$ cat config.mk
export PLATFORM = sky130hd
export DESIGN_NAME = stopwatch_with_serial_commands_flat
export DESIGN_NICKNAME = d
export VERILOG_FILES = /design/src/rtl/core/swsc_pkg.sv /design/src/rtl/core/swsc_if.sv /design/src/rtl/core/swsc_counter.sv /design/src/rtl/core/stopwatch_with_serial_commands.sv /design/src/flat_wrapper.sv
export SDC_FILE = /design/constraint.sdc
export NUM_CORES = 1
export LEC_CHECK = 0
export BUFFER_PORTS_ARGS = -buffer_cell sky130_fd_sc_hd__buf_4
export CORE_AREA = 2 2 114 116
export CTS_CLUSTER_SIZE = 24
export DETAILED_ROUTE_END_ITERATION = 8
export DIE_AREA = 0 0 116 118
export MAX_ROUTING_LAYER = met4
export SLEW_MARGIN = 40
export SYNTH_ARGS = -nofsm -noshare
export SYNTH_HDL_FRONTEND = slang
export SYNTH_SLANG_ARGS = --single-unit
$ cat constraint.sdc
create_clock -name clk -period 2.5 [get_ports clk]
set_input_delay 0.125 -clock clk [delete_from_list [all_inputs] [get_ports clk]]
set_output_delay 0.125 -clock clk [all_outputs]
set_load 0.02 [all_outputs]
$ cat src/rtl/core/swsc_pkg.sv
// Shared types, command codes and display/message tables for the stopwatch.
// No dependencies; the RTL files refer to it by scoped names, the testbench files import it.
`default_nettype none

package swsc_pkg;

  localparam int unsigned CountW = 10;

  typedef logic [CountW-1:0] count_t;
  typedef logic [3:0]        bcd_t;
  typedef logic [7:0]        byte_t;
  typedef logic [2:0]        msg_idx_t;

  localparam count_t LIMIT_RESET = count_t'(600);
  localparam count_t COUNT_MAX   = count_t'(1023);
  localparam byte_t  SEG_BLANK   = 8'hFF;

  // Received command characters
  localparam byte_t CMD_START_UC = 8'h49; // 'I'
  localparam byte_t CMD_START_LC = 8'h69; // 'i'
  localparam byte_t CMD_PAUSE_UC = 8'h50; // 'P'
  localparam byte_t CMD_PAUSE_LC = 8'h70; // 'p'
  localparam byte_t CMD_CLEAR_UC = 8'h43; // 'C'
  localparam byte_t CMD_CLEAR_LC = 8'h63; // 'c'

  // Word kinds
  localparam logic KIND_TICK  = 1'b0;
  localparam logic KIND_RX    = 1'b1;
  localparam logic RES_FRAME  = 1'b0;
  localparam logic RES_CHAR   = 1'b1;

  // Slot 0 of a job is the frame, slots 1..MSG_LAST the message characters
  localparam msg_idx_t IDX_FRAME = msg_idx_t'(0);
  localparam msg_idx_t MSG_LAST  = msg_idx_t'(6);

  // Work handed from the counter to the output sequencer
  typedef struct packed {
    logic  emit;
    logic  msg;
    byte_t seg_tens;
    byte_t seg_units;
    byte_t seg_tenths;
  } job_t;

  // Common-anode pattern, bit 7 = segment a, bit 0 = decimal point
  function automatic byte_t seg_pattern(bcd_t digit);
    byte_t pat;
    unique case (digit)
      4'd0:    pat = 8'b0000_0010;
      4'd1:    pat = 8'b1001_1111;
      4'd2:    pat = 8'b0010_0101;
      4'd3:    pat = 8'b0000_1101;
      4'd4:    pat = 8'b1001_1001;
      4'd5:    pat = 8'b0100_1001;
      4'd6:    pat = 8'b0100_0001;
      4'd7:    pat = 8'b0001_1111;
      4'd8:    pat = 8'b0000_0001;
      4'd9:    pat = 8'b0000_1001;
      default: pat = SEG_BLANK;
    endcase
    return pat;
  endfunction

  // "Maximo", slot 1 is the first character
  function automatic byte_t msg_char(msg_idx_t idx);
    byte_t ch;
    unique case (idx)
      3'd1:    ch = 8'h4D;
      3'd2:    ch = 8'h61;
      3'd3:    ch = 8'h78;
      3'd4:    ch = 8'h69;
      3'd5:    ch = 8'h6D;
      3'd6:    ch = 8'h6F;
      default: ch = 8'h00;
    endcase
    return ch;
  endfunction

endpackage

`default_nettype wire

$ cat src/rtl/core/swsc_if.sv
// Valid/ready channel interfaces for the stopwatch input and result words.
// Depends on swsc_pkg for payload types.
`default_nettype none

interface swsc_in_if;
  logic                 valid;
  logic                 ready;
  logic                 kind;
  swsc_pkg::byte_t      rx_byte;

  modport source (output valid, output kind, output rx_byte, input ready);
  modport sink   (input valid, input kind, input rx_byte, output ready);
endinterface

interface swsc_out_if;
  logic                 valid;
  logic                 ready;
  logic                 result_kind;
  swsc_pkg::byte_t      seg_tens;
  swsc_pkg::byte_t      seg_units;
  swsc_pkg::byte_t      seg_tenths;
  swsc_pkg::byte_t      tx_char;
  logic                 last;

  modport source (output valid, output result_kind, output seg_tens, output seg_units,
                  output seg_tenths, output tx_char, output last, input ready);
  modport sink   (input valid, input result_kind, input seg_tens, input seg_units,
                  input seg_tenths, input tx_char, input last, output ready);
endinterface

`default_nettype wire

$ cat src/rtl/core/swsc_counter.sv
// Command decode, tenths counter with parallel BCD digits and limit check.
// Depends on swsc_pkg.
`default_nettype none

module swsc_counter (
  input  logic               clk,
  input  logic               rst_n,
  input  logic               word_fire,
  input  logic               kind,
  input  swsc_pkg::byte_t    rx_byte,
  input  swsc_pkg::count_t   limit,
  output swsc_pkg::job_t     job
);

  swsc_pkg::count_t count_r, count_nxt, count_inc;
  swsc_pkg::bcd_t   d0_r, d1_r, d2_r, d0_nxt, d1_nxt, d2_nxt;
  swsc_pkg::bcd_t   d0_inc, d1_inc, d2_inc;
  logic             tick_en_r, tick_en_nxt;
  logic             run_r, run_nxt;
  logic             can_inc, hit_limit, tick_fire;

  // Saturating increment; BCD digits track the binary count, hundreds wraps
  always_comb begin
    can_inc   = (count_r != swsc_pkg::COUNT_MAX);
    count_inc = can_inc ? count_r + swsc_pkg::count_t'(1) : count_r;
    d0_inc    = d0_r;
    d1_inc    = d1_r;
    d2_inc    = d2_r;
    if (can_inc) begin
      if (d0_r == 4'd9) begin
        d0_inc = 4'd0;
        if (d1_r == 4'd9) begin
          d1_inc = 4'd0;
          d2_inc = (d2_r == 4'd9) ? 4'd0 : d2_r + 4'd1;
        end else begin
          d1_inc = d1_r + 4'd1;
        end
      end else begin
        d0_inc = d0_r + 4'd1;
      end
    end
    hit_limit = (count_inc >= limit);
  end

  assign tick_fire = word_fire && (kind == swsc_pkg::KIND_TICK) && tick_en_r;

  always_comb begin
    count_nxt   = count_r;
    d0_nxt      = d0_r;
    d1_nxt      = d1_r;
    d2_nxt      = d2_r;
    tick_en_nxt = tick_en_r;
    run_nxt     = run_r;
    if (word_fire && (kind == swsc_pkg::KIND_RX)) begin
      priority if (rx_byte == swsc_pkg::CMD_START_UC || rx_byte == swsc_pkg::CMD_START_LC) begin
        tick_en_nxt = 1'b1;
        run_nxt     = 1'b1;
      end else if (rx_byte == swsc_pkg::CMD_PAUSE_UC ||
                   rx_byte == swsc_pkg::CMD_PAUSE_LC) begin
        tick_en_nxt = 1'b0;
        run_nxt     = 1'b0;
      end else if ((rx_byte == swsc_pkg::CMD_CLEAR_UC ||
                    rx_byte == swsc_pkg::CMD_CLEAR_LC) && !run_r) begin
        tick_en_nxt = 1'b1;
        count_nxt   = '0;
        d0_nxt      = '0;
        d1_nxt      = '0;
        d2_nxt      = '0;
      end else begin
        // drop unknown bytes
      end
    end else if (tick_fire) begin
      count_nxt = count_inc;
      d0_nxt    = d0_inc;
      d1_nxt    = d1_inc;
      d2_nxt    = d2_inc;
      if (hit_limit) begin
        tick_en_nxt = 1'b0;
        run_nxt     = 1'b0;
      end
    end
  end

  always_ff @(posedge clk) begin
    if (!rst_n) begin
      count_r   <= '0;
      d0_r      <= '0;
      d1_r      <= '0;
      d2_r      <= '0;
      tick_en_r <= 1'b0;
      run_r     <= 1'b0;
    end else begin
      count_r   <= count_nxt;
      d0_r      <= d0_nxt;
      d1_r      <= d1_nxt;
      d2_r      <= d2_nxt;
      tick_en_r <= tick_en_nxt;
      run_r     <= run_nxt;
    end
  end

  // Frame shows the count before the increment
  always_comb begin
    job.emit       = tick_fire;
    job.msg        = hit_limit;
    job.seg_tens   = swsc_pkg::seg_pattern(d2_r);
    job.seg_units  = swsc_pkg::seg_pattern(d1_r);
    job.seg_tenths = swsc_pkg::seg_pattern(d0_r);
  end

endmodule

`default_nettype wire

$ cat src/rtl/core/stopwatch_with_serial_commands.sv
// Top level of the tenths-of-second stopwatch: count limit register,
// output job register and result sequencer. Depends on swsc_pkg, swsc_if, swsc_counter.
//
//   Channel   Dir  Word                                   Handshake
//   in_ch     in   kind, rx_byte (tick or command byte)  valid/ready
//   out_ch    out  result_kind, seg_*, tx_char, last      valid/ready
//   cfg_*     in   cfg_wdata (10 bits)                   cfg_we, no ready
//
// A command byte or a disabled tick is absorbed and gives no word.
// An enabled tick gives a frame word in the cycle after acceptance; a tick that
// reaches the limit gives a frame plus six message words.
// The single job register sets the rate: a new word is taken each cycle while
// the job register is empty or its final word leaves in that cycle.
// Reset (rst_n low, synchronous) clears the count, flags and job register and
// loads the limit with 600. Output stalls hold the job register and the input.
`default_nettype none

module stopwatch_with_serial_commands (
  input  logic               clk,
  input  logic               rst_n,
  swsc_in_if.sink            in_ch,
  swsc_out_if.source         out_ch,
  input  logic               cfg_we,
  input  swsc_pkg::count_t   cfg_wdata
);

  swsc_pkg::count_t   limit_r;
  swsc_pkg::job_t     job;

  // Job register: one frame plus optional message, walked by idx_r
  logic               job_valid_r, job_valid_nxt;
  logic               msg_r, msg_nxt;
  swsc_pkg::msg_idx_t idx_r, idx_nxt;
  swsc_pkg::byte_t    seg_tens_r, seg_units_r, seg_tenths_r;

  logic               last_now, out_fire, in_ready, in_fire;

  // Hold the limit; the user must write it only while idle, the block does not enforce it
  always_ff @(posedge clk) begin
    if (!rst_n) begin
      limit_r <= swsc_pkg::LIMIT_RESET;
    end else if (cfg_we) begin
      limit_r <= cfg_wdata;
    end
  end

  // Final word of the current job: the frame alone, or the last character
  assign last_now = ((idx_r == swsc_pkg::IDX_FRAME) && !msg_r) || (idx_r == swsc_pkg::MSG_LAST);
  assign out_fire = job_valid_r && out_ch.ready;
  // Take a new word when the job register is free or drains this cycle
  assign in_ready = !job_valid_r || (out_ch.ready && last_now);
  assign in_fire  = in_ch.valid && in_ready;
  assign in_ch.ready = in_ready;

  swsc_counter u_counter (
    .clk       (clk),
    .rst_n     (rst_n),
    .word_fire (in_fire),
    .kind      (in_ch.kind),
    .rx_byte   (in_ch.rx_byte),
    .limit     (limit_r),
    .job       (job)
  );

  always_comb begin
    job_valid_nxt = job_valid_r;
    msg_nxt       = msg_r;
    idx_nxt       = idx_r;
    if (in_fire && job.emit) begin
      // Load a fresh job; the previous one has drained or was empty
      job_valid_nxt = 1'b1;
      msg_nxt       = job.msg;
      idx_nxt       = swsc_pkg::IDX_FRAME;
    end else if (out_fire) begin
      if (last_now) begin
        job_valid_nxt = 1'b0;
        idx_nxt       = swsc_pkg::IDX_FRAME;
      end else begin
        // Advance to the next message character
        idx_nxt = idx_r + swsc_pkg::msg_idx_t'(1);
      end
    end
  end

  always_ff @(posedge clk) begin
    if (!rst_n) begin
      job_valid_r <= 1'b0;
      msg_r       <= 1'b0;
      idx_r       <= swsc_pkg::IDX_FRAME;
    end else begin
      job_valid_r <= job_valid_nxt;
      msg_r       <= msg_nxt;
      idx_r       <= idx_nxt;
    end
  end

  // Segment payload needs no reset
  always_ff @(posedge clk) begin
    if (in_fire && job.emit) begin
      seg_tens_r   <= job.seg_tens;
      seg_units_r  <= job.seg_units;
      seg_tenths_r <= job.seg_tenths;
    end
  end

  // Frame slot shows the segments, message slots blank them and carry a character
  always_comb begin
    out_ch.valid = job_valid_r;
    out_ch.last  = last_now;
    if (idx_r == swsc_pkg::IDX_FRAME) begin
      out_ch.result_kind = swsc_pkg::RES_FRAME;
      out_ch.seg_tens    = seg_tens_r;
      out_ch.seg_units   = seg_units_r;
      out_ch.seg_tenths  = seg_tenths_r;
    end else begin
      out_ch.result_kind = swsc_pkg::RES_CHAR;
      out_ch.seg_tens    = swsc_pkg::SEG_BLANK;
      out_ch.seg_units   = swsc_pkg::SEG_BLANK;
      out_ch.seg_tenths  = swsc_pkg::SEG_BLANK;
    end
    out_ch.tx_char = swsc_pkg::msg_char(idx_r);
  end

`ifndef SYNTHESIS
  // Message slots are reached only by jobs that carry the message
  a_idx_needs_msg: assert property (@(posedge clk) disable iff (!rst_n)
    (idx_r != swsc_pkg::IDX_FRAME) |-> (msg_r && job_valid_r))
    else $error("message slot without message job");

  // A non-final word that leaves is followed by the next slot of the same job
  a_idx_advance: assert property (@(posedge clk) disable iff (!rst_n)
    (out_fire && !last_now) |=>
      (job_valid_r && idx_r == $past(idx_r) + swsc_pkg::msg_idx_t'(1)))
    else $error("sequencer did not advance");

  // The slot index never passes the last message character
  a_idx_range: assert property (@(posedge clk) disable iff (!rst_n)
    job_valid_r |-> (idx_r <= swsc_pkg::MSG_LAST))
    else $error("slot index out of range");
`endif

endmodule

`default_nettype wire

$ cat src/flat_wrapper.sv
// flat-port wrapper written by rule: the top's interface ports become plain ports
module stopwatch_with_serial_commands_flat 
  (clk, rst_n, cfg_we, cfg_wdata, in_ch_valid, in_ch_kind, in_ch_rx_byte, in_ch_ready, out_ch_valid, out_ch_result_kind, out_ch_seg_tens, out_ch_seg_units, out_ch_seg_tenths, out_ch_tx_char, out_ch_last, out_ch_ready);
  swsc_in_if in_ch_i ();
  swsc_out_if out_ch_i ();
  input  logic clk;
  input  logic rst_n;
  input  logic cfg_we;
  input  swsc_pkg::count_t cfg_wdata;
  input wire logic [$bits(in_ch_i.valid)-1:0] in_ch_valid;
  input wire logic [$bits(in_ch_i.kind)-1:0] in_ch_kind;
  input wire logic [$bits(in_ch_i.rx_byte)-1:0] in_ch_rx_byte;
  output wire logic [$bits(in_ch_i.ready)-1:0] in_ch_ready;
  output wire logic [$bits(out_ch_i.valid)-1:0] out_ch_valid;
  output wire logic [$bits(out_ch_i.result_kind)-1:0] out_ch_result_kind;
  output wire logic [$bits(out_ch_i.seg_tens)-1:0] out_ch_seg_tens;
  output wire logic [$bits(out_ch_i.seg_units)-1:0] out_ch_seg_units;
  output wire logic [$bits(out_ch_i.seg_tenths)-1:0] out_ch_seg_tenths;
  output wire logic [$bits(out_ch_i.tx_char)-1:0] out_ch_tx_char;
  output wire logic [$bits(out_ch_i.last)-1:0] out_ch_last;
  input wire logic [$bits(out_ch_i.ready)-1:0] out_ch_ready;
  assign in_ch_i.valid = in_ch_valid;
  assign in_ch_i.kind = in_ch_kind;
  assign in_ch_i.rx_byte = in_ch_rx_byte;
  assign in_ch_ready = in_ch_i.ready;
  assign out_ch_valid = out_ch_i.valid;
  assign out_ch_result_kind = out_ch_i.result_kind;
  assign out_ch_seg_tens = out_ch_i.seg_tens;
  assign out_ch_seg_units = out_ch_i.seg_units;
  assign out_ch_seg_tenths = out_ch_i.seg_tenths;
  assign out_ch_tx_char = out_ch_i.tx_char;
  assign out_ch_last = out_ch_i.last;
  assign out_ch_i.ready = out_ch_ready;
  stopwatch_with_serial_commands u_core (.clk(clk), .rst_n(rst_n), .in_ch(in_ch_i), .out_ch(out_ch_i), .cfg_we(cfg_we), .cfg_wdata(cfg_wdata));
endmodule
==> run summary <==
The root buffer cell chosen for the clock tree is sky130_fd_sc_hd__clkbuf_16. The starting density of the core is 30.6%. The startpoint identified for the worst hold timing path is cfg_wdata[9].

Setup repair after global routing could not meet its margin everywhere. The worst setup path is captured at a register. The total wirelength of the detailed-routed design came out at 8800 um.

The H-tree depth came out at 3. The width of the die is 116 um. The sink count of the clock tree came out at 63. On the worst path, the slowest cell contributes a delay of 0.40 ns.

The global-route congestion overflow total came out at 0. The count of nets left with antenna violations once routing finished came out at 0. The number of pins with negative max-slew slack in the final report came out at 0. The fraction of the yosys area taken by sequential cells is 39.5%.

Dividing the detail-routed via count by the number of cells gives 4.83. The number of placed instances, taps included, is 665. The global-route wire length before repair came out at 14900 um. The class of the worst hold path is primary input to register.

The number of warning messages in the yosys log is 0. The final worst-path cycle share came out at 98.2%. In the final layout, the share of cells above drive strength 1 is 25.3%. Once placement finished, the instance area stood at 4530 um^2. Across the VDD grid, the largest voltage drop is 444 uV. Data on the critical path arrives at its endpoint at 2.67 ns. The average detailed-routed wire length per instance came out at 12.9 um. The most used flip-flop cell after synthesis is sky130_fd_sc_hd__dfxtp_1.

The final critical path time including I/O delays and setup came out at 2.46 ns. In this run the cell area of the synthesized design comes to 3800 um^2. The worst setup path is launched from a register. In the routed design, unresolved DRC markers number 0. The floorplan step defined a die boundary enclosing 13700 um^2. In the final layout, flip-flops and latches occupy 1510 um^2. The aggregate global-route resource usage is 13.9%.

Walking the worst path, the cells encountered are ha_4 -> nand2_2 -> or3_4 -> nand2b_4 -> nor2_2 -> xor2_1 -> ha_1 -> a41oi_2 -> or3_4 -> a21oi_4 -> o21ai_1. The worst register-to-register path begins at u_core.u_counter.count_r[1]. The number of enable-type register cells in the synthesized netlist is 24. The area occupied by multi-input gates came out at 2210 um^2. The synthesized area per cell is 8.68 um^2. The number of search-and-repair iterations in the first detailed-routing pass is 4.

The relative area change from synthesis to final layout is 28.7%. The distinct cell type count after synthesis is 52. The via count of the first global-routing pass was 3165. The total number of placement rows is 41. The number of antenna violations at the first check in global routing is 0.

At the end of the flow the core is filled with cells to 39.4%. The filler cell count in the final layout came out at 1269. The final instance area is 4890 um^2. By instance count, the cell type seen most on the critical path is sky130_fd_sc_hd__or3_4.

The number of register bits inferred by synthesis came out at 63. The area inside the core boundary is 12400 um^2. TritonCTS built the clock tree. On the critical path, the stage with the largest delay is an instance of sky130_fd_sc_hd__or3_4. The classification of the worst setup path is register to register. The top-level I/O count came out at 60. In the synthesized netlist the async set-or-reset flop fraction comes to 0%.

The total buffers and inverters traversed by the critical path came out at 0. The tightest hold path in the finished design has a slack of 0.00974 ns. The number of hold-slack violations in the final timing report is 0. The final weighted congestion of routability-driven global placement came out at 0.841. For this block, the initial DRC count from the detailed router was 157. The number of buffers on the longest clock path is 2. The most critical setup path has its startpoint at u_core.u_counter.count_r[1]. The later pin in the worst-skew pair is clocked with a latency of 0.33 ns. The maximum clock skew at final layout came out at 0.00616 ns. The final critical-path setup slack is 0.0439 ns. The highest net fanout along the worst path is 5.

The diode insertion count for antenna repair came out at 0. The category of cells accounting for the largest share of critical-path delay is simple AND/OR/NAND/NOR gates. The number of clock buffers added by TritonCTS is 9. The post-synth net total is 493. The required time at the endpoint of the critical path came out at 2.72 ns. The maximum number of pins on one net before global-route repair came out at 26. After the last flow step, the layout net total stands at 560. The die span in y came out at 118 um.

The hold-fix buffer count after cts came out at 0. The number of cells produced by synthesis came out at 438. The non-filler instance count after layout is 682. The number of max-capacitance violations reported came out at 0. The number of vias after detailed routing came out at 3292.

The leakage power total came out at 2.01 nW. In this run the tool buffered the top-level ports with 57 buffer cells. Setup violations remaining at the end of the flow were counted as 0.

The power density over the cells is 467 nW/um^2. The run finished with clean final reports. The wire-length estimate of the detail-placed layout is 6480 um.

The highest clock rate came out at 407 MHz. OpenSTA, run right after detailed placement, puts the worst setup slack at -0.0500 ns. Clock-pin slew was measured on the worst setup and hold paths at 0.05 ns.
final timing paths:
kind                                endpoint  slack (ns)  cells past startpoint
hold / removal             u_core.limit_r[9]        0.01                      3
setup reg to reg      u_core.u_counter.run_r        0.04                     11
setup / recovery      u_core.u_counter.run_r        0.04                     11
hold reg to reg   u_core.u_counter.tick_en_r        0.48                      2
layer usage:
layer	GRT usage, %	vias up	part of all wire [%]
met5	-	-	0
met4	5.06	0	1.1
met2	21.3	77	47
met3	4.17	6	4.7
met1	17.2	1524	47
li1	-	1685	-
layout make-up:
type	count	area share, %
Multi-Input combinational cell	327	45.2
Sequential cell	63	30.8
Timing Repair Buffer	78	12.2
Clock buffer	10	4.68
Tap cell	172	4.40
Inverter	26	1.99
Clock inverter	6	0.767
cells in the mapped netlist, types with 5 or more instances:
library cell / number / share of area (%)
sky130_fd_sc_hd__ha_1: 31 / 10
sky130_fd_sc_hd__mux2i_1: 8 / 2.1
sky130_fd_sc_hd__nand2_1: 47 / 4.6
sky130_fd_sc_hd__o211ai_1: 5 / 0.99
sky130_fd_sc_hd__inv_1: 26 / 2.6
sky130_fd_sc_hd__a211oi_1: 5 / 0.99
sky130_fd_sc_hd__or2_2: 8 / 1.3
sky130_fd_sc_hd__nand3_1: 19 / 2.5
sky130_fd_sc_hd__a31oi_1: 7 / 1.2
sky130_fd_sc_hd__nor2_1: 35 / 3.5
sky130_fd_sc_hd__or3_1: 5 / 0.82
sky130_fd_sc_hd__dfxtp_1: 39 / 21
sky130_fd_sc_hd__nand4_1: 10 / 1.6
sky130_fd_sc_hd__a21oi_1: 27 / 3.6
sky130_fd_sc_hd__edfxtp_1: 24 / 19
sky130_fd_sc_hd__and2_1: 5 / 0.82
sky130_fd_sc_hd__a32o_1: 6 / 1.6
sky130_fd_sc_hd__clkbuf_1: 18 / 1.8
sky130_fd_sc_hd__nor3_1: 10 / 1.3
sky130_fd_sc_hd__nand2b_1: 36 / 5.9
sky130_fd_sc_hd__o21ai_0: 18 / 2.4
logic make-up (layout without fill, tap and decap cells):
| family | count (synthesis) | in the layout | synth area share [%] |
|---|---|---|---|
| and+or+nand+nor | 191 | 191 | 26.0 |
| AOI/OAI and AO/OA | 90 | 90 | 15.6 |
| DFF | 63 | 63 | 39.5 |
| buffers and inverters | 48 | 120 | 5.07 |
| adders and majority gates | 31 | 31 | 10.2 |
| muxes | 9 | 9 | 2.40 |
| xor gates and xnor gates | 5 | 5 | 1.15 |
| other | 1 | 1 | 0.0986 |
stage by stage:
step	TNS (ns)	total power, mW
2_1_floorplan	0	1.15
3_3_place_gp	0	1.19
3_5_place_dp	-0.0753	1.19
4_1_cts	0	2.31
5_1_grt	-0.217	2.38
6_report	0	2.28
flip-flops by register name, summed over array words and instances, names as in the netlist:
| name | cells |
|---|---|
| u_core.msg_r | 1 |
| u_core.u_counter.d1_r | 4 |
| u_core.u_counter.d2_r | 4 |
| u_core.u_counter.run_r | 1 |
| u_core.u_counter.count_r | 10 |
| u_core.seg_units_r | 8 |
| u_core.u_counter.tick_en_r | 1 |
| u_core.u_counter.d0_r | 4 |
| u_core.seg_tenths_r | 8 |
| u_core.seg_tens_r | 8 |
| u_core.idx_r | 3 |
| u_core.out_ch.valid | 1 |
| u_core.limit_r | 10 |
where the power goes:
part | internal, mW | switching, mW
Clock | 0.665 | 0.444
Combinational | 0.0469 | 0.0555
Sequential | 1.07 | 0.00469
tightest hold or removal path, stage by stage:
cell and delay [ns]:
sky130_fd_sc_hd__buf_4 0.07, sky130_fd_sc_hd__nand2_1 0.04, sky130_fd_sc_hd__o211ai_1 0.06
placed cells by master, fill, tap and decap left out, types with 3 or more instances in the layout:
master	Yosys	layout
sky130_fd_sc_hd__dfxtp_2	0	4
sky130_fd_sc_hd__nand3b_1	4	4
sky130_fd_sc_hd__ha_1	31	29
sky130_fd_sc_hd__mux2i_1	8	8
sky130_fd_sc_hd__clkbuf_16	0	9
sky130_fd_sc_hd__nand2b_1	36	35
sky130_fd_sc_hd__buf_4	1	77
sky130_fd_sc_hd__a211oi_1	5	4
sky130_fd_sc_hd__nand2_1	47	46
sky130_fd_sc_hd__nor2_1	35	34
sky130_fd_sc_hd__or3_1	5	3
sky130_fd_sc_hd__nor2b_1	3	3
sky130_fd_sc_hd__o21ai_0	18	16
sky130_fd_sc_hd__or2_2	8	8
sky130_fd_sc_hd__and2_1	5	5
sky130_fd_sc_hd__nand3_1	19	16
sky130_fd_sc_hd__dfxtp_1	39	35
sky130_fd_sc_hd__a21oi_1	27	24
sky130_fd_sc_hd__nand3_2	0	3
sky130_fd_sc_hd__inv_1	26	26
sky130_fd_sc_hd__a31oi_1	7	7
sky130_fd_sc_hd__a32o_1	6	6
sky130_fd_sc_hd__clkinv_2	0	4
sky130_fd_sc_hd__o211ai_1	5	5
sky130_fd_sc_hd__nand4_1	10	10
sky130_fd_sc_hd__nor3_1	10	8
sky130_fd_sc_hd__a21o_1	4	4
sky130_fd_sc_hd__edfxtp_1	24	24
timing repair:
item / CTS / global route
setup endpoints to repair: 3 / 4
gates resized for setup: 1 / 21
pin swaps: 0 / 14
setup buffers: 0 / 1
(Power assumes the default switching activity.)
